[config.mk]
export PLATFORM = sky130hd
export DESIGN_NAME = jerp_ctrl
export DESIGN_NICKNAME = d
export VERILOG_FILES = /design/src/rtl/jerp_pkg.sv /design/src/rtl/jerp_ctrl.sv
export SDC_FILE = /design/constraint.sdc
export NUM_CORES = 1
export LEC_CHECK = 0
export BUFFER_PORTS_ARGS = -buffer_cell sky130_fd_sc_hd__buf_2
export CORE_AREA = 2 2 39 41
export CTS_CLUSTER_SIZE = 28
export DETAILED_ROUTE_END_ITERATION = 7
export DIE_AREA = 0 0 41 43
export HOLD_SLACK_MARGIN = 0.12
export PLACE_DENSITY = 0.39
export REMOVE_ABC_BUFFERS = 1
export SLEW_MARGIN = 20
export SYNTH_ARGS = -nofsm -noshare
export SYNTH_HDL_FRONTEND = slang
export SYNTH_SLANG_ARGS = --single-unit
[constraint.sdc]
create_clock -name clk -period 1 [get_ports clk]
set_input_delay 0.05 -clock clk [delete_from_list [all_inputs] [get_ports clk]]
set_output_delay 0.05 -clock clk [all_outputs]
set_load 0.02 [all_outputs]
[src/rtl/jerp_pkg.sv]
package jerp_pkg;

	localparam int unsigned POOL_DEPTH_DEF = 1024;
	localparam int unsigned LEVEL_W        = 10;
	localparam logic [31:0] WHITEN_MUL     = 32'd1103515245;
	// accumulator shift per fold and the fold phase whose fold writes the ring
	localparam int unsigned FOLD_SHIFT     = 2;
	localparam logic [1:0]  FOLD_LAST      = 2'd3;

	localparam logic ACT_TICK = 1'b0;
	localparam logic ACT_READ = 1'b1;

	typedef struct packed {
		logic        action;
		logic [31:0] spins;
	} item_t;

	typedef struct packed {
		logic [7:0]         random_byte;
		logic               byte_valid;
		logic               tick_taken;
		logic [LEVEL_W-1:0] pool_level;
	} result_t;

	typedef enum logic [2:0] {
		ST_CLEAR,
		ST_IDLE,
		ST_EXEC,
		ST_MEM,
		ST_RESP
	} state_t;

	// controller to datapath
	typedef struct packed {
		logic clear_en;
		logic accept;
		logic exec;
		logic mem_step;
		logic respond;
	} cmd_t;

	// datapath to controller
	typedef struct packed {
		logic clear_last;
		logic need_mem;
	} status_t;

endpackage

[src/rtl/jerp_ctrl.sv]
module jerp_ctrl (
	input  logic              clk,
	input  logic              arst_n,
	input  logic              start,
	input  jerp_pkg::status_t status,
	output jerp_pkg::cmd_t    cmd,
	output logic              busy
);

	jerp_pkg::state_t state_q, state_d;

	always_ff @(posedge clk or negedge arst_n) begin
		if (!arst_n) begin
			state_q <= jerp_pkg::ST_CLEAR;
		end else begin
			state_q <= state_d;
		end
	end

	always_comb begin
		state_d = state_q;
		cmd     = '0;
		busy    = 1'b1;
		unique case (state_q)
			jerp_pkg::ST_CLEAR: begin
				cmd.clear_en = 1'b1;
				if (status.clear_last) begin
					state_d = jerp_pkg::ST_IDLE;
				end
			end
			jerp_pkg::ST_IDLE: begin
				busy = 1'b0;
				if (start) begin
					cmd.accept = 1'b1;
					state_d    = jerp_pkg::ST_EXEC;
				end
			end
			jerp_pkg::ST_EXEC: begin
				cmd.exec = 1'b1;
				state_d  = status.need_mem ? jerp_pkg::ST_MEM : jerp_pkg::ST_RESP;
			end
			jerp_pkg::ST_MEM: begin
				cmd.mem_step = 1'b1;
				state_d      = jerp_pkg::ST_RESP;
			end
			jerp_pkg::ST_RESP: begin
				cmd.respond = 1'b1;
				state_d     = jerp_pkg::ST_IDLE;
			end
			default: begin
				state_d = jerp_pkg::ST_CLEAR;
			end
		endcase
	end

endmodule

==> reports/qor.csv, run 1 <==
metric,value,unit
p_int,800,µW
wl_per_cell,10.1,µm
clock_skew,0.00250,ns
seq_area_frac_synth,44.8,%
final.setup.worst_slack,-0.288,ns
cp_max_fo,3,
cp-end-kind,output pin,
cts_buffers,3,
setup-violations-final,8,
initial_core_util,12.1,%
dieArea,0.00176,mm²
wl_met2,385,µm
stdcell_area,388,µm²
p_seq_share,16.4,%
grt_pass1_wl,917,µm
viasPerCell,4.00,
p_per_area,3530,mW/mm²
synthCells,19,
clockRootBuffer,clkbuf_4,
hold_class,in2async,
rsz0062_at_grt,true,
hpwl,377,µm
place_ws,-0.0888,ns
wl_met3,11,µm
ir_drop,0.678,mV
fmax,0.777,GHz
rrSetupSlack,-0.21,ns
drive_gt1_share,65.9,%
worstPathRequired,0.95,ns
first_iter_violations,3,
antenna_found_initial,0,
core_region_area,0.00138,mm²
startpoint_type,flop,
min_period,1.29,ns
setup_tns,-1.63,ns
rows,14,
p_sw,569,µW
slew_headroom,85.6,%
yosys.area_share.simple,34.3,%
synth_xor_area_share,0,%
detail_route.first_pass.iterations,2,
critPathArrivalTime,1.24,ns
worst_pin_slew,0.215,ns
port_buffers,10,
top_layer_used,met3,
muxShareOfSynthArea,0,%
reg2reg_depth,5,
grt_max_degree,8,
synthesis.area,168,µm²
syn_avg_cell_area,8.82,µm²
die_x,41,µm
antenna_cells,0,
largest_register,state_q,
pin_count,11,
reg2reg_to,state_q[0],
drc,0,
vias,228,
pwr-share-clk,15.6,%
met1Wirelength,180,µm
max_cap_violations,0,
clock_latency,0.23,ns
largest_reg_flops,3,
top_regs,state_q x3,
cts_sinks,3,
min_period_over_period,129,%
synth_compound_area_share,16.4,%
grtUsageTotal,8.75,%
cts_tree,done,
final_util,28.0,%
post_dp_cell_area,268,µm²
timing.rr.start,state_q[0],
critPathKind,reg2out,
synthAdderAreaFrac,0,%
antenna_left,0,
wirelength,576,µm
power_leakage,0.184,nW
ys_ff_latch,3,
grt_pass1_vias,240,
synthDistinctLibCells,12,
hold_violations,0,
swShare,41.6,%
violations,setup timing,
final_nets,47,
routabilityCongestion,0.579,
clkTransAtPathRegs,0.04,ns
p_comb_share,68.0,%
cts_htree_levels,1,
area_delta_synth_final,131,%
clock_path_buffers,2,
synth_top_family_by_area,simple AND/OR/NAND/NOR gates,
p_total,1.37,mW
outcome,"complete, but fails checks",
slew_viol_final,0,
die_height,43,µm
synth_warnings,0,
globalRouteOverflowTotal,0,
==> synth_stat cells (all sizes together) <==
cell type  count  area [µm²]
a21oi          2        10.0
dfrtp          3        75.1
inv            2        7.50
nand2b         1        6.26
nand3b         1        7.51
nor2           3        11.3
nor3           1        5.00
nor3b          2        15.0
o31a           1        8.76
o32ai          1        8.76
or3            2        12.5
==> cell families (layout without fill, tap and decap cells) <==
kind of cell,after synthesis,count (layout)
AOI/OAI and AO/OA,4,4
DFF,3,3
buffers and inverters,2,24
and+or+nand+nor,10,10
==> per-stage QoR <==
| step | hold WS, ns | instances |
|---|---|---|
| after global routing | 0.151 | 57 |
| after detailed placement | -0.150 | 49 |
| after floorplan | -0.246 | 19 |
| after CTS | 0.134 | 57 |
| after global placement | -0.149 | 49 |
| final | 0.146 | 57 |
==> critical path, stage by stage, from the launching register on <==
cell	delay, ns
dfrtp_1	0.35
inv_2	0.06
or3_4	0.38
nor2_4	0.09
buf_6	0.12
==> power by group through the flow <==
stage,sequential (mW),combinational (mW),clock (mW)
6_report,0.224,0.931,0.213
5_1_grt,0.231,1.00,0.228
4_1_cts,0.223,0.877,0.225
3_5_place_dp,0.226,0.646,0
3_3_place_gp,0.229,0.650,0
2_1_floorplan,0.257,0.340,0
==> layer usage <==
layer	vias to the layer above	global-route usage (%)
met3	0	3.14
met1	112	6.80
li1	113	-
met4	0	12.0
met5	-	0
met2	3	13.1
==> cell type report <==
type | count | area [µm²]
Fill cell | 156 | 996
Timing Repair Buffer | 18 | 135
Multi-Input combinational cell | 14 | 124
Sequential cell | 3 | 75.1
Clock buffer | 4 | 26.3
Tap cell | 16 | 20.0
Inverter | 2 | 7.51
==> cells in the final DEF, fill, tap and decap left out <==
master         Yosys  routed
a21oi_1            2       1
a21oi_2            0       1
buf_2              0       5
buf_4              0       9
buf_6              0       2
clkbuf_1           0       1
clkbuf_4           0       3
dfrtp_1            3       3
dlygate4sd3_1      0       2
inv_1              1       1
inv_2              1       1
nand2b_1           1       1
nand3b_1           1       1
nor2_1             3       2
nor2_4             0       1
nor3_2             0       1
nor3b_2            0       2
o31a_1             1       1
o32ai_2            0       1
or3_1              2       1
or3_4              0       1
==> timing repair <==
item,4_1_cts,5_1_grt
setup buffers,3,1
hold buffers,2,0
pin swaps,6,3
setup endpoints to repair,8,8
gates resized for setup,11,4
endpoints found under the hold margin,4,0
==> worst max path at each step <==
| stage | startpoint | end | slack (ns) | cells past startpoint |
|---|---|---|---|---|
| detailed placement | state_q[0] | cmd[3] | -0.09 | 4 |
| global route | state_q[0] | cmd[3] | -0.32 | 4 |
| floorplan | state_q[0] | cmd[3] | -0.29 | 3 |
| finish | state_q[0] | cmd[3] | -0.29 | 4 |
| global placement | state_q[0] | cmd[3] | -0.07 | 4 |
| CTS | state_q[2] | cmd[3] | -0.31 | 3 |
No activity file was read; power rests on OpenSTA's default activity.
==> run 2, diff against run 1 <==
--- a/config.mk
+++ b/config.mk
@@ -11,7 +11,7 @@
 export DETAILED_ROUTE_END_ITERATION = 7
 export DIE_AREA = 0 0 41 43
 export HOLD_SLACK_MARGIN = 0.12
-export PLACE_DENSITY = 0.39
+export PLACE_DENSITY = 0.38
 export REMOVE_ABC_BUFFERS = 1
 export SLEW_MARGIN = 20
 export SYNTH_ARGS = -nofsm -noshare
==> constraint.sdc (replaced) <==
create_clock -name clk -period 1.41 [get_ports clk]
set_input_delay 0.0705 -clock clk [delete_from_list [all_inputs] [get_ports clk]]
set_output_delay 0.0705 -clock clk [all_outputs]
set_load 0.02 [all_outputs]
==> run 2 against run 1 <==
  * The flow now finishes without violations
  * Setup slack better by 0.36 ns
  * Clock-buffer cell count unchanged
  * Cell count down 7.0%
  * Register-to-register slack better by 0.56 ns
  * Hold slack worse by 0.0014 ns
  * Clock skew about the same
  * Design area down 23%
  * Sequential cell count unchanged
  * Non-clock buffer count down 4
  * Largest power group unchanged
==> reports/qor.csv, run 2 (synthesized netlist as in run 1, its figures left out) <==
metric,value,unit,change
grt_pass1_vias,224,,-6.7%
power_leakage,0.149,nW,-19%
detail_route.first_pass.iterations,1,,-1
drive_gt1_share,45.9,%,-20 points
largest_reg_flops,3,,unchanged
setup_tns,0,ns,+1.63 ns
critPathBufInv,2,,unchanged
worstPathRequired,1.34,ns,+0.39 ns
worst_pin_slew,0.226,ns,+0.0108 ns
crit_chain,inv_2 > or3_1 > nor2_1 > buf_2,,
ir_drop,0.313,mV,-54%
final_nets,43,,-8.5%
min_period_over_period,94.8,%,
antenna_cells,0,,unchanged
cts_sinks,3,,unchanged
core_region_area,0.00138,mm²,unchanged
dieArea,0.00176,mm²,unchanged
die_x,41,µm,unchanged
critPathArrivalTime,1.27,ns,+0.03 ns
rsz0062_at_grt,false,,
slowest_stage,dfrtp_1,,
grtUsageTotal,7.35,%,-1.4 points
crit_family,simple AND/OR/NAND/NOR gates,,
wl_per_cell,9.11,µm,-9.8%
cts_buffers,3,,unchanged
area_delta_synth_final,79.1,%,
outcome,"complete, no violations",,
drc,0,,unchanged
pin_count,11,,unchanged
wirelength,483,µm,-16%
rows,14,,unchanged
hold_violations,0,,unchanged
cp_max_fo,5,,+2
antenna_left,0,,unchanged
p_per_area,2450,mW/mm²,-31%
final_util,21.7,%,-6.3 points
initial_core_util,12.1,%,unchanged
grt_max_degree,10,,+2
max_cap_violations,0,,unchanged
antenna_found_initial,0,,unchanged
cts_htree_levels,1,,unchanged
slew_headroom,84.9,%,-0.77 points
grt_pass1_wl,814,µm,-11%
first_iter_violations,0,,-3
routabilityCongestion,0.679,,+17%
clock_skew,0.00267,ns,+0.000167 ns
layout_common_cells,"buf_2 (10), nor2_1 (3), clkbuf_4 (3)",,
startpoint_type,flop,,
slew_viol_final,0,,unchanged
globalRouteOverflowTotal,0,,unchanged
min_period,1.34,ns,
fmax,0.748,GHz,
clockRootBuffer,clkbuf_4,,
fillCellCount,157,,+0.64%
clkTransAtPathRegs,0.04,ns,about the same
cp-end-kind,output pin,,
hold_class,in2reg,,
vias,204,,-11%
slowest_delay,0.36,ns,-0.02 ns
p_total,736,µW,-46%
critPathKind,reg2out,,
viasPerCell,3.85,,-3.8%
top_regs,state_q x3,,
largest_register,state_q,,
hpwl,369,µm,-2.0%
setup-violations-final,0,,-8
cts_tree,done,,
die_height,43,µm,unchanged
clock_latency,0.23,ns,about the same
holdWs,0.144,ns,-0.00136 ns
final_common_cell,buf_2,,
clock_path_buffers,2,,unchanged
port_buffers,10,,unchanged
## run 2: cell count changes in the layout (fill, tap and decap cells not counted), moves of 2 or more
cell,change
nor3b_2,-2
buf_6,-2
buf_4,-7
nor3b_1,+2
buf_2,+5
## run 2: cell type report
class / count / area [µm²] / area share (%)
inverter: 2 / 7.51 / 2.50
multi-input combinational: 14 / 85.1 / 28.3
sequential: 3 / 76.3 / 25.4
clock buffer: 4 / 26.3 / 8.75
tap: 16 / 20.0 / 6.67
timing repair buffer: 14 / 85.1 / 28.3
## run 2: power by group
part	total [mW]	leakage, nW	switching [mW]	internal (mW)
registers	0.175	0.0374	0.0451	0.130
logic	0.413	0.0969	0.241	0.172
clock network	0.148	0.0150	0.0424	0.106
total	0.736	0.149	0.328	0.408
## run 2: through the flow
step / setup WS (ns) / instances / area, µm²
CTS: 0.0406 / 53 / 299
floorplan: 0.0964 / 19 / 168
finish: 0.0734 / 53 / 300
global route: 0.00836 / 53 / 300
global placement: 0.246 / 46 / 245
detailed placement: 0.234 / 46 / 245
## run 2: tightest hold or removal path: stages
cell and delay (ns):
buf_2 0.10, nor2_1 0.08, o32ai_1 0.08
## run 2: layer usage
metal | vias to the layer above | wire length [µm] | GRT usage, % | share of wire (%)
met4 | 0 | 0 | 6.00 | 0
met1 | 98 | 149 | 5.52 | 31
li1 | 104 | - | - | -
met3 | 0 | 17 | 4.71 | 3.5
met5 | - | 0 | 0 | 0
met2 | 2 | 316 | 11.9 | 65
## run 2: path summary, 6_finish.rpt
kind                            startpoint         end  slack, ns  depth (start not counted)
worst max-delay path            state_q[0]      cmd[3]       0.07                          4
worst min-delay path             status[1]  state_q[0]       0.14                          3
worst max register to register  state_q[1]  state_q[1]       0.35                          2
worst min register to register  state_q[1]  state_q[0]       0.57                          1
max in group asynchronous           arst_n  state_q[1]       1.12                          2
min in group asynchronous           arst_n  state_q[0]       0.17                          2
## run 2: repair_timing
| action | CTS | global route |
|---|---|---|
| hold buffers | 2 | 0 |
| pin swaps | 0 | 0 |
| setup buffers | 1 | 0 |
| resized for setup | 0 | 1 |
| endpoints found under the setup margin | 1 | 1 |
| endpoints found under the hold margin | 4 | 0 |
